<file path="src/rtl/core/spq_pkg.sv">
`timescale 1ns / 1ps

package spq_pkg;

   typedef enum logic {
      CMD_INSERT = 1'b0,
      CMD_REMOVE = 1'b1
   } cmd_type;

   // Per-cycle operation broadcast to every cell of the chain.
   typedef struct packed {
      logic ins_en;
      logic rem_en;
   } ctrl_type;

endpackage

</file>
<file path="src/rtl/core/spq_cell.sv">
`timescale 1ns / 1ps

module spq_cell import spq_pkg::*; #(
   parameter int KEY_BITS = 6,
   parameter int TAG_BITS = 8
) (
   input  logic                clock,
   input  logic                reset,
   input  ctrl_type            ctrl,
   input  logic [KEY_BITS-1:0] new_key,
   input  logic [TAG_BITS-1:0] new_tag,
   input  logic [KEY_BITS-1:0] left_key,
   input  logic [TAG_BITS-1:0] left_tag,
   input  logic                left_used,
   input  logic                left_bump,
   input  logic [KEY_BITS-1:0] right_key,
   input  logic [TAG_BITS-1:0] right_tag,
   input  logic                right_used,
   output logic [KEY_BITS-1:0] key,
   output logic [TAG_BITS-1:0] tag,
   output logic                used,
   output logic                bump
);

   logic [KEY_BITS-1:0] key_ff, key_in;
   logic [TAG_BITS-1:0] tag_ff, tag_in;
   logic                used_ff, used_in;

   // Cell is at or past the insert point: empty, or holds a strictly larger key.
   assign bump = !used_ff || (key_ff > new_key);

   always_comb begin
      key_in  = key_ff;
      tag_in  = tag_ff;
      used_in = used_ff;
      priority if (ctrl.ins_en) begin
         priority if (left_bump) begin
            key_in = left_key;
            tag_in = left_tag;
         end else if (bump) begin
            key_in = new_key;
            tag_in = new_tag;
         end else begin
            key_in = key_ff;
            tag_in = tag_ff;
         end
         used_in = used_ff | left_used;
      end else if (ctrl.rem_en) begin
         key_in  = right_key;
         tag_in  = right_tag;
         used_in = right_used;
      end else begin
         used_in = used_ff;
      end
   end

   always_ff @(posedge clock) begin
      if (reset) begin
         used_ff <= 1'b0;
      end else begin
         used_ff <= used_in;
      end
   end

   always_ff @(posedge clock) begin
      key_ff <= key_in;
      tag_ff <= tag_in;
   end

   assign key  = key_ff;
   assign tag  = tag_ff;
   assign used = used_ff;

endmodule

</file>
<file path="src/rtl/core/stable_sorted_priority_queue_unit.sv">
`timescale 1ns / 1ps
// Stable sorted priority queue, QUEUE_DEPTH entries of (key, tag).
// Request channel (req_*): command 0 inserts entry_key/entry_tag behind every
// held entry with a key less than or equal to it; command 1 pops the head,
// the entry with the smallest key. Equal keys leave in arrival order.
// Response channel (rsp_*): exactly one response per request, in order. A pop
// returns the head with out_valid set, or was_empty when nothing is held; an
// insert into a full queue is dropped with overflow set. fill_count is the
// number of entries held after the request.
// Storage is a chain of cells; on each transfer every cell compares its key
// with the new one and takes its left neighbor, the new entry, its right
// neighbor or holds.
// Latency: response is valid the cycle after the request transfer.
// Throughput: one request per cycle while rsp_ready is high; a stalled
// response holds in the output register and req_ready drops until it leaves.
// Reset empties the queue at once and drops any pending response.
module stable_sorted_priority_queue_unit import spq_pkg::*; #(
   parameter int QUEUE_DEPTH = 16,
   parameter int KEY_BITS    = 6,
   parameter int TAG_BITS    = 8,
   localparam int CNT_BITS   = $clog2(QUEUE_DEPTH + 1)
) (
   input  logic                clock,
   input  logic                reset,
   input  logic                req_valid,
   output logic                req_ready,
   input  logic                req_command,
   input  logic [KEY_BITS-1:0] req_entry_key,
   input  logic [TAG_BITS-1:0] req_entry_tag,
   output logic                rsp_valid,
   input  logic                rsp_ready,
   output logic                rsp_out_valid,
   output logic [KEY_BITS-1:0] rsp_out_key,
   output logic [TAG_BITS-1:0] rsp_out_tag,
   output logic                rsp_was_empty,
   output logic                rsp_overflow,
   output logic [CNT_BITS-1:0] rsp_fill_count
);

   logic [KEY_BITS-1:0] cell_key  [QUEUE_DEPTH];
   logic [TAG_BITS-1:0] cell_tag  [QUEUE_DEPTH];
   logic                cell_used [QUEUE_DEPTH];
   logic                cell_bump [QUEUE_DEPTH];

   logic [KEY_BITS-1:0] lk [QUEUE_DEPTH];
   logic [TAG_BITS-1:0] lt [QUEUE_DEPTH];
   logic                lu [QUEUE_DEPTH];
   logic                lb [QUEUE_DEPTH];
   logic [KEY_BITS-1:0] rk [QUEUE_DEPTH];
   logic [TAG_BITS-1:0] rt [QUEUE_DEPTH];
   logic                ru [QUEUE_DEPTH];

   logic                rsp_valid_ff, rsp_valid_in;
   logic                out_valid_ff, out_valid_in;
   logic [KEY_BITS-1:0] out_key_ff, out_key_in;
   logic [TAG_BITS-1:0] out_tag_ff, out_tag_in;
   logic                was_empty_ff, was_empty_in;
   logic                overflow_ff, overflow_in;
   logic [CNT_BITS-1:0] count_ff, count_in;
   logic [CNT_BITS-1:0] fill_ff, fill_in;

   logic     xfer;
   logic     is_full;
   logic     is_empty;
   cmd_type  cmd;
   ctrl_type ctrl;

   assign req_ready = !rsp_valid_ff || rsp_ready;
   assign xfer      = req_valid && req_ready;
   assign cmd       = cmd_type'(req_command);
   assign is_full   = (count_ff == CNT_BITS'(QUEUE_DEPTH));
   assign is_empty  = !cell_used[0];

   assign ctrl.ins_en = xfer && (cmd == CMD_INSERT) && !is_full;
   assign ctrl.rem_en = xfer && (cmd == CMD_REMOVE) && !is_empty;

   for (genvar i = 0; i < QUEUE_DEPTH; i++) begin : g_cell
      if (i == 0) begin : g_head
         // Head sees a used, never-bumping neighbor on its left.
         assign lk[i] = '0;
         assign lt[i] = '0;
         assign lu[i] = 1'b1;
         assign lb[i] = 1'b0;
      end else begin : g_mid
         assign lk[i] = cell_key[i-1];
         assign lt[i] = cell_tag[i-1];
         assign lu[i] = cell_used[i-1];
         assign lb[i] = cell_bump[i-1];
      end
      if (i == QUEUE_DEPTH - 1) begin : g_tail
         assign rk[i] = '0;
         assign rt[i] = '0;
         assign ru[i] = 1'b0;
      end else begin : g_body
         assign rk[i] = cell_key[i+1];
         assign rt[i] = cell_tag[i+1];
         assign ru[i] = cell_used[i+1];
      end

      spq_cell #(
         .KEY_BITS (KEY_BITS),
         .TAG_BITS (TAG_BITS)
      ) u_cell (
         .clock      (clock),
         .reset      (reset),
         .ctrl       (ctrl),
         .new_key    (req_entry_key),
         .new_tag    (req_entry_tag),
         .left_key   (lk[i]),
         .left_tag   (lt[i]),
         .left_used  (lu[i]),
         .left_bump  (lb[i]),
         .right_key  (rk[i]),
         .right_tag  (rt[i]),
         .right_used (ru[i]),
         .key        (cell_key[i]),
         .tag        (cell_tag[i]),
         .used       (cell_used[i]),
         .bump       (cell_bump[i])
      );
   end

   always_comb begin
      rsp_valid_in = rsp_valid_ff;
      out_valid_in = out_valid_ff;
      out_key_in   = out_key_ff;
      out_tag_in   = out_tag_ff;
      was_empty_in = was_empty_ff;
      overflow_in  = overflow_ff;
      count_in     = count_ff;
      if (rsp_valid_ff && rsp_ready) begin
         rsp_valid_in = 1'b0;
      end
      if (xfer) begin
         rsp_valid_in = 1'b1;
         out_valid_in = ctrl.rem_en;
         out_key_in   = ctrl.rem_en ? cell_key[0] : '0;
         out_tag_in   = ctrl.rem_en ? cell_tag[0] : '0;
         was_empty_in = (cmd == CMD_REMOVE) && is_empty;
         overflow_in  = (cmd == CMD_INSERT) && is_full;
         priority if (ctrl.ins_en) begin
            count_in = count_ff + CNT_BITS'(1);
         end else if (ctrl.rem_en) begin
            count_in = count_ff - CNT_BITS'(1);
         end else begin
            count_in = count_ff;
         end
      end
   end

   always_ff @(posedge clock) begin
      if (reset) begin
         rsp_valid_ff <= 1'b0;
         count_ff     <= '0;
      end else begin
         rsp_valid_ff <= rsp_valid_in;
         count_ff     <= count_in;
      end
   end

   always_ff @(posedge clock) begin
      out_valid_ff <= out_valid_in;
      out_key_ff   <= out_key_in;
      out_tag_ff   <= out_tag_in;
      was_empty_ff <= was_empty_in;
      overflow_ff  <= overflow_in;
   end

   // Fill count captured alongside the response payload.
   assign fill_in = xfer ? count_in : fill_ff;

   always_ff @(posedge clock) begin
      fill_ff <= fill_in;
   end

   assign rsp_valid      = rsp_valid_ff;
   assign rsp_out_valid  = out_valid_ff;
   assign rsp_out_key    = out_key_ff;
   assign rsp_out_tag    = out_tag_ff;
   assign rsp_was_empty  = was_empty_ff;
   assign rsp_overflow   = overflow_ff;
   assign rsp_fill_count = fill_ff;

endmodule

</file>
<file path="config.mk">
export PLATFORM = sky130hd
export DESIGN_NAME = stable_sorted_priority_queue_unit
export DESIGN_NICKNAME = d
export VERILOG_FILES = /design/src/rtl/core/spq_pkg.sv /design/src/rtl/core/spq_cell.sv /design/src/rtl/core/stable_sorted_priority_queue_unit.sv
export SDC_FILE = /design/constraint.sdc
export NUM_CORES = 1
export LEC_CHECK = 0
export ABC_AREA = 1
export BUFFER_PORTS_ARGS = -buffer_cell sky130_fd_sc_hd__clkbuf_2
export CORE_ASPECT_RATIO = 1.1
export CORE_MARGIN = 2
export CORE_UTILIZATION = 60
export DETAILED_ROUTE_END_ITERATION = 8
export GPL_ROUTABILITY_DRIVEN = 0
export MAX_ROUTING_LAYER = met4
export PLACE_DENSITY_LB_ADDON = 0.12
export SLEW_MARGIN = 20
export SYNTH_ARGS = -nofsm -noshare
export SYNTH_HDL_FRONTEND = slang
export SYNTH_SLANG_ARGS = --single-unit
</file>
<file path="constraint.sdc">
create_clock -name clock -period 7.2 [get_ports clock]
set_clock_uncertainty 0.1 [all_clocks]
set_input_delay 0.72 -clock clock [delete_from_list [all_inputs] [get_ports clock]]
set_output_delay 0.72 -clock clock [all_outputs]
set_load 0.05 [all_outputs]
</file>
==> results of run 1 <==
## worst max-delay path, stage by stage (launching register included)
cell,delay [ps]
dfxtp_1,390
inv_1,100
ha_1,250
nand2_2,110
nor2_4,40
nand2_2,130
nand2_8,400
inv_6,980
buf_4,600
nand3_1,180
nor2_1,190
nor2_2,170
## power by group through the flow
| stage | clock, µW | combinational, µW | sequential [µW] |
|---|---|---|---|
| global placement | 0 | 633 | 1960 |
| detailed placement | 0 | 656 | 1960 |
| floorplan | 0 | 496 | 1940 |
| global route | 1520 | 754 | 1940 |
| CTS | 1470 | 660 | 1930 |
| finish | 1460 | 670 | 1930 |
## cell usage in the layout, fill, tap and decap left out, drive strengths merged
cell type,n
nor2,95
dfxtp,22
clkbuf,82
ha,98
xor2,4
inv,309
o21ai,25
clkinv,9
bufinv,2
or2,1
nand3,467
xnor2,1
edfxtp,246
o31ai,1
nand4,1
a21oi,49
buf,14
o21bai,15
nand3b,1
nand2,766
and2,1
o22ai,1
## how the worst max path moves through the flow
| stage | endpoint | slack, ps | cells after the start |
|---|---|---|---|
| floorplan | g_cell[7].u_cell.key[0] | 3550 | 12 |
| global placement | g_cell[15].u_cell.tag[4] | 2960 | 11 |
| detailed placement | g_cell[5].u_cell.key[1] | 2860 | 12 |
| CTS | g_cell[15].u_cell.tag[3] | 3050 | 11 |
| global route | g_cell[14].u_cell.tag[0] | 2800 | 11 |
| finish | g_cell[14].u_cell.tag[3] | 3130 | 11 |
## flip-flops by register name, indices dropped and copies added (netlist names)
signal / cells
rsp_was_empty: 1
count_ff: 5
g_cell.u_cell.key: 96
rsp_out_key: 6
rsp_overflow: 1
g_cell.u_cell.tag: 128
rsp_out_valid: 1
g_cell.u_cell.used: 16
rsp_valid: 1
rsp_out_tag: 8
rsp_fill_count: 5
## routing by layer
metal	GRT usage [%]	up-vias	wire (µm)
met5	-	-	0
met4	11.83	0	1806
met3	3.650	146	2984
met2	53.58	591	23030
met1	39.21	6950	18300
li1	-	7137	-
## cell type report
class / count / area share, %
flip-flops and latches: 268 / 43.19
clock inverters: 12 / 0.6075
multi-input cells: 1526 / 41.03
repair buffers: 56 / 1.850
clock buffers: 40 / 4.398
well taps: 363 / 2.506
inverters: 308 / 6.420
## cell families after synthesis
logic type	count (synthesis)
buffers and inverters	443
adder cells (fa/ha/maj)	98
AO/OA/AOI/OAI	91
flip-flops	268
AND/OR/NAND/NOR	1332
XOR/XNOR	5
## through the flow
stage	total power, µW	worst slack, ps
after CTS	4053	3051
final	4056	3126
after global routing	4210	2803
after floorplan	2437	3554
after detailed placement	2614	2861
after global placement	2590	2965
==> impl_results.md, run 1 <==
* Core area at 27950 µm²
* Mapped Cells at 2237
* Hold_buf cts at 0
* Hold_sp: req_valid
* Internal at 2872 µW
* Clk pwr share at 36.0%
* Yosys top cell area share at 43.09%
* Mean Syn Cell Area at 7.664 µm²
* Mapped Area at 17150 µm²
* Asr flop ratio synth at 0%
* Area of the die at 29950 µm²
* Number of setup buffers added after CTS at 0
* GR Util All Layers at 31.79%
* Register Area at 7828 µm²
* Fin Hold WS at 343.6 ps
* Dominant cells by area after synthesis: edfxtp_1, nand2_1, nand3_1, ha_1, inv_1
* DP HPWL at 30810 µm
* Post-route design area at 18120 µm²
* Worst slew pin tran at 1077 ps
* Initial Util at 61.35%
* Slew HR at 28.08%
* R2R Setup Slk at 3130 ps
* RSZ-0062 raised after global routing: no
* Fillers at 2397
* CTS H-tree lvls at 1
* WS Path Type: reg2reg
* Pin count of the biggest net entering global routing at 148
* Crit path from: count_ff[0]
* Top cells by count, synth: nand2_1, nand3_1, inv_1
* Net count, final at 2306
* Post-cts gate resize count at 0
* Fin. max-slew vios at 0
* Clock Path Buffers at 3
* DRT Pass-1 Iters at 7
* Critical path startpoint category: flip-flop
* Mux cell area share after synthesis at 0%
* Num rows at 64
* Post-synth EDFFs at 246
* Num CTS Buffers at 29
* Ys flop type: edfxtp_1
* Starting DRT DRC Count at 1513
* Vias per cell at 5.761
* Reg2reg end: g_cell[14].u_cell.tag[3]
* Worst skew pair latency at 570 ps
* R2r startpoint: count_ff[0]
* Area Overhead vs Synth at 5.707%
* Synth Area in Compound Gates at 2.897%
* VDD IR max at 0.1982 mV
* Antenna Cells at 0
* Routed WL at 46120 µm
* I/O pin count at 43
* Sequential Power Share at 47.5%
* Net Sw Power at 1183 µW
* Post-synth net total at 2354
* Share of layout cells above drive strength 1 at 5.520%
* Seq/Total Area, Yosys at 45.65%
* R2R depth at 11
* Total congestion overflow at 0
* Final cell count without fillers at 2573
* Sw frac at 29.18%
* Yosys reg bits at 268
* Worst Path Max Fanout at 147
* Post-Route Utilization at 64.85%
* Drt drc at 0
* Worst hold path type: in2reg
* Netlist cell types at 31
* Clk sinks at 268
* Setup TNS at 0 ps
* Routed Antenna Nets at 0
* Worst hold path depth at 3
* Yosys warnings at 0
* Final hold violation count at 0
* Max Cap Viol at 0
* Placement-stage cell area at 17150 µm²
* Vias in the first global route at 14050
* Drt wl/cell at 17.92 µm
* Lkg Pwr at 0.008885 µW
* Critical path data required time at 7360 ps
* Die width at 165.2 µm
* Most frequent cell after synthesis: nand2_1
* Worst setup EP type: flip-flop
* Final setup viols at 0
* Final Cycle Share at 56.59%
* Area leader, netlist: edfxtp_1
* Largest family of logic cells by synthesized area: simple AND/OR/NAND/NOR gates
* CTS tree: built
* Part of the power in combinational logic at 16.5%
* Root Buffer: clkbuf_16
* Power per standard cell area at 223.8 nW/µm²
* Fmax at 0.2454 GHz
* Vias at 14820
* Post-synthesis simple-gate area fraction at 32.78%
* Antenna violations before repair at 0
* Synth Area in XOR/XNOR at 0.2554%
* First-pass GRT wire length at 72370 µm
* Area of the multi-input gates at 7436 µm²
* Arr. time, crit path at 4230 ps
* PortBufs at 42
* Hold path endpoint: rsp_valid
* Die height at 181.3 µm
* Post-synthesis adder-cell area fraction at 7.152%
* Clock-pin slew on the worst setup and hold paths at 60 ps
* Tmin final at 4074 ps
* Status: completed
* Placed insts at 2520
(Power assumes the default switching activity.)
==> inputs of run 2 (changes only) <==
- clock period: 7.2 -> 3.85 ns (I/O delays scaled with it)
==> impl_results.md, run 2 (synthesis gave the netlist of run 1 again) <==
* Die width at 165.2 µm (unchanged)
* Drt drc at 0 (unchanged)
* Critical path startpoint category: flip-flop
* Share of layout cells above drive strength 1 at 6.936% (+1.4 points)
* Initial Util at 61.35% (unchanged)
* Register Area at 7828 µm² (unchanged)
* Num rows at 64 (unchanged)
* Max Cap Viol at 0 (unchanged)
* Clk sinks at 268 (unchanged)
* Tmin final at 3302 ps (-772.8 ps)
* DP HPWL at 30320 µm (-1.6%)
* Vias per cell at 5.686 (-1.3%)
* Arr. time, crit path at 3520 ps (-710 ps)
* CTS tree: built
* Area of the multi-input gates at 7436 µm² (unchanged)
* Number of setup buffers added after CTS at 0 (unchanged)
* Pin count of the biggest net entering global routing at 94 (-36%)
* Area Overhead vs Synth at 7.575%
* Worst slew pin tran at 965.5 ps (-111.8 ps)
* RSZ-0062 raised after global routing: no
* Antenna violations before repair at 0 (unchanged)
* Fin. max-slew vios at 0 (unchanged)
* Vias at 14850 (+0.20%)
* Worst setup EP type: flip-flop
* Die height at 181.3 µm (unchanged)
* Worst hold path type: in2reg
* Routed Antenna Nets at 0 (unchanged)
* Hold_buf cts at 2 (+2)
* Fin Hold WS at 70.98 ps (-272.6 ps)
* DRT Pass-1 Iters at 6 (-1)
* WS Path Type: reg2reg
* CTS H-tree lvls at 1 (unchanged)
* Final Cycle Share at 85.75% (+29 points)
* VDD IR max at 0.3304 mV (+67%)
* Clock Path Buffers at 3 (unchanged)
* Slew HR at 35.63% (+7.6 points)
* Status: completed
* Worst Path Max Fanout at 93 (-37%)
* Final hold violation count at 0 (unchanged)
* Antenna Cells at 0 (unchanged)
* Vias in the first global route at 14440 (+2.7%)
* Drt wl/cell at 17.43 µm (-2.7%)
* Num CTS Buffers at 29 (unchanged)
* Core area at 27950 µm² (unchanged)
* Clock-pin slew on the worst setup and hold paths at 60 ps (about the same)
* Setup TNS at 0 ps (unchanged)
* Critical path data required time at 4070 ps (-3290 ps)
* Worst skew pair latency at 580 ps (about the same)
* Post-route design area at 18440 µm² (+1.8%)
* I/O pin count at 43 (unchanged)
* Routed WL at 45540 µm (-1.3%)
* Post-Route Utilization at 66.00% (+1.1 points)
* Most frequent cells in the layout: nand2_1, nand3_1, inv_1, edfxtp_1, ha_1
* Root Buffer: clkbuf_16
* Lkg Pwr at 0.009070 µW (+2.1%)
* GR Util All Layers at 31.70% (-0.092 points)
* Starting DRT DRC Count at 1359 (-10%)
* Max reg flops at 128 (unchanged)
* Fmax at 0.3029 GHz (+23%)
* Total congestion overflow at 0 (unchanged)
* Final setup viols at 0 (unchanged)
* Placement-stage cell area at 17500 µm² (+2.0%)
* Fillers at 2436 (+1.6%)
* Power per standard cell area at 411.0 nW/µm² (+84%)
* PortBufs at 42 (unchanged)
* Post-cts gate resize count at 0 (unchanged)
* First-pass GRT wire length at 73260 µm (+1.2%)
* Net count, final at 2344 (+1.6%)
* Area of the die at 29950 µm² (unchanged)
* Most common cell after layout, fill and taps aside: nand2_1
==> run 2: cell types whose count changed in the layout (fill, tap and decap cells not counted), moves of 2 or more <==
cell / previous run / this run
buf_12: 0 / 5
buf_4: 13 / 45
clkinv_1: 3 / 5
dlygate4sd3_1: 0 / 2
==> run 2: layout make-up <==
class                      instances  share of cell area (%)
clock buffer                      41                   4.342
clock inverter                    12                  0.5088
inverter                         308                   6.309
multi-input combinational       1526                   40.32
sequential                       268                   42.44
tap                              363                   2.463
timing repair buffer              94                   3.623
==> run 2: where the power goes <==
group          total, µW  switching (µW)  leakage, µW  internal, µW
clock network       2670            1160     0.000441          1510
registers           3590             147      0.00252          3450
logic               1320             909      0.00611           406
==> run 2: path summary, 6_finish.rpt <==
kind                                        startpoint                      end  slack [ps]  cells after the start
worst max-delay path                       count_ff[0]  g_cell[1].u_cell.tag[5]         550                     11
worst min-delay path                  req_entry_tag[7]  g_cell[1].u_cell.tag[7]          70                      3
worst max register to register             count_ff[0]  g_cell[1].u_cell.tag[5]         550                     11
worst min register to register  g_cell[15].u_cell.used   g_cell[15].u_cell.used         420                      2
==> run 2: worst max-delay path, cell delays in order, from the launching register on <==
cell,delay [ps]
dfxtp_1,350
inv_1,110
ha_1,210
nand2_2,100
nor2_4,100
nand2_2,100
nand2_8,90
buf_4,570
buf_4,870
nor2_1,130
nand3_1,130
nand3_1,90
==> run 2: metal layers <==
metal,vias to the layer above,global-route usage (%),wire length (µm)
met5,-,-,0
met4,0,12.03,1786
met3,136,4.109,3093
met2,561,53.20,22360
met1,6937,38.86,18300
li1,7219,-,-
==> run 2: metrics by stage <==
stage / instances / power, µW / setup slack (ps)
6_report: 2612 / 7581 / 548.5
5_1_grt: 2612 / 7913 / 357.0
4_1_cts: 2612 / 7597 / 586.0
3_5_place_dp: 2557 / 4940 / 543.8
3_3_place_gp: 2557 / 4899 / 652.3
2_1_floorplan: 2237 / 4557 / 539.4
==> inputs of run 3 (changes only) <==
- clock period: 3.85 -> 3.2 ns (I/O delays scaled with it)
==> impl_results.md, run 3 (synthesis gave the netlist of run 1 again) <==
* Die height at 181.3 µm (unchanged)
* Fillers at 2419 (-0.70%)
* Setup ws final at 444.9 ps (-103.6 ps)
* Max reg flops at 128 (unchanged)
* Area Overhead vs Synth at 8.334%
* Antenna violations before repair at 0 (unchanged)
* RSZ-0062 raised after global routing: no
* Clk sinks at 268 (unchanged)
* Most frequent cells in the layout: nand2_1, nand3_1, inv_1, edfxtp_1, ha_1
* Worst slack, placed at 109.7 ps (-434.1 ps)
* Share of layout cells above drive strength 1 at 7.448% (+0.51 points)
* Clock Path Buffers at 3 (unchanged)
* Routed Antenna Nets at 0 (unchanged)
* Max Cap Viol at 0 (unchanged)
* Fmax at 0.3630 GHz (+20%)
* Die width at 165.2 µm (unchanged)
* DRT Pass-1 Iters at 6 (unchanged)
* WS Path Type: reg2reg
* Root Buffer: clkbuf_16
* Power per standard cell area at 503.6 nW/µm² (+23%)
* Core area at 27950 µm² (unchanged)
* Total congestion overflow at 0 (unchanged)
* Slew HR at 28.77% (-6.9 points)
* Routed WL at 47340 µm (+4.0%)
* Clock-pin slew on the worst setup and hold paths at 60 ps (about the same)
* Net count, final at 2362 (+0.77%)
* I/O pin count at 43 (unchanged)
* Critical path data required time at 3380 ps (-690 ps)
* Drt wl/cell at 17.98 µm (+3.2%)
* PortBufs at 42 (unchanged)
* Pin count of the biggest net entering global routing at 162 (+72%)
* CTS tree: built
* Vias per cell at 5.745 (+1.0%)
* Placement-stage cell area at 17580 µm² (+0.50%)
* Worst skew pair latency at 570 ps (about the same)
* Worst slew pin tran at 1067 ps (+101.7 ps)
* Vias at 15120 (+1.8%)
* Post-route design area at 18570 µm² (+0.71%)
* Arr. time, crit path at 2930 ps (-590 ps)
* Most used cell, CP: nor2_1
* CP cell instances: inv_1 -> ha_1 -> nand2_2 -> nor2_4 -> nand2_2 -> nand2_8 -> buf_12 -> nor2_1 -> nand2_1 -> nor2_1 -> nor2_1 -> buf_4
* CTS H-tree lvls at 1 (unchanged)
* First-pass GRT wire length at 75470 µm (+3.0%)
* DP HPWL at 32190 µm (+6.2%)
* Fin Hold WS at 21.42 ps (-49.55 ps)
* Initial Util at 61.35% (unchanged)
* Critical-path top delay cell: buf_12
* Crit-path max cell delay at 530 ps (-340 ps)
* Lkg Pwr at 0.009175 µW (+1.2%)
* Post-cts gate resize count at 0 (unchanged)
* Tmin final at 2755 ps (-546.4 ps)
* Vias in the first global route at 14600 (+1.1%)
* Area of the die at 29950 µm² (unchanged)
* Worst Path Max Fanout at 161 (+73%)
* Drt drc at 0 (unchanged)
* GR Util All Layers at 32.92% (+1.2 points)
* Most common cell after layout, fill and taps aside: nand2_1
* Antenna Cells at 0 (unchanged)
* Final hold violation count at 0 (unchanged)
* Fin. max-slew vios at 0 (unchanged)
* Setup TNS at 0 ps (unchanged)
* Final Cycle Share at 86.10% (+0.34 points)
* VDD IR max at 0.4761 mV (+44%)
* Starting DRT DRC Count at 1557 (+15%)
* Num CTS Buffers at 30 (+3.4%)
* Status: completed
* Critical path startpoint category: flip-flop
* Worst setup EP type: flip-flop
* Worst hold path type: in2reg
* Num rows at 64 (unchanged)
* Final setup viols at 0 (unchanged)
[run 3: cell types whose count changed in the layout (fill, tap and decap cells not counted), moves of 3 or more]
cell      delta
nor2_2      -10
buf_12       -3
buf_4       +20
nor2_1      +10
clkbuf_1     -5
clkinv_2     +4
clkbuf_8     -3
[run 3: worst paths after layout]
check                                             from                      end  slack (ps)  cells after the start
worst max-delay path                       count_ff[1]  g_cell[1].u_cell.tag[7]         440                     12
worst min-delay path                  req_entry_tag[7]  g_cell[1].u_cell.tag[7]          20                      3
worst min register to register  g_cell[15].u_cell.used   g_cell[15].u_cell.used         420                      2
worst max register to register             count_ff[1]  g_cell[1].u_cell.tag[7]         440                     12
[run 3: stage by stage]
stage / utilization (%) / instances / total power (µW)
floorplan: - / 2237 / 5483
global placement: 62.92 / 2574 / 5923
detailed placement: 62.92 / 2574 / 5966
CTS: 66.43 / 2632 / 9346
global route: 66.46 / 2632 / 9721
finish: 66.46 / 2632 / 9354
[run 3: metal layers]
metal / track usage (%) / vias to the layer above / part of all wire [%]
li1: - / 7248 / -
met1: 40.81 / 7105 / 39
met2: 55.63 / 640 / 50
met3: 3.949 / 127 / 7.3
met4: 11.17 / 0 / 3.3
met5: - / - / 0
[run 3: worst max-delay path, delay by kind of cell (launching register included)]
family,cells,cell delay [ps]
buffers and inverters,3,850
DFF,1,330
adders and majority gates,1,210
and+or+nand+nor,8,960
[run 3: power by group]
part	switching, µW	total, µW	internal, µW	leakage (µW)
Sequential	196	4340	4140	0.00252
Combinational	1100	1600	496	0.00618
Clock	1460	3420	1960	0.000474
[run 3: repair_timing]
item,in CTS,in global routing
endpoints found under the hold margin,1,0
setup endpoints to repair,0,0
buffers inserted,0,0
hold buffers,2,0
[run 3: layout make-up]
type | count | area [µm²] | area share, %
inverters | 308 | 1164 | 6.265
flip-flops and latches | 268 | 7828 | 42.14
repair buffers | 111 | 758.2 | 4.082
multi-input cells | 1526 | 7411 | 39.90
well taps | 363 | 454.2 | 2.445
clock inverters | 22 | 193.9 | 1.044
clock buffers | 34 | 765.7 | 4.123
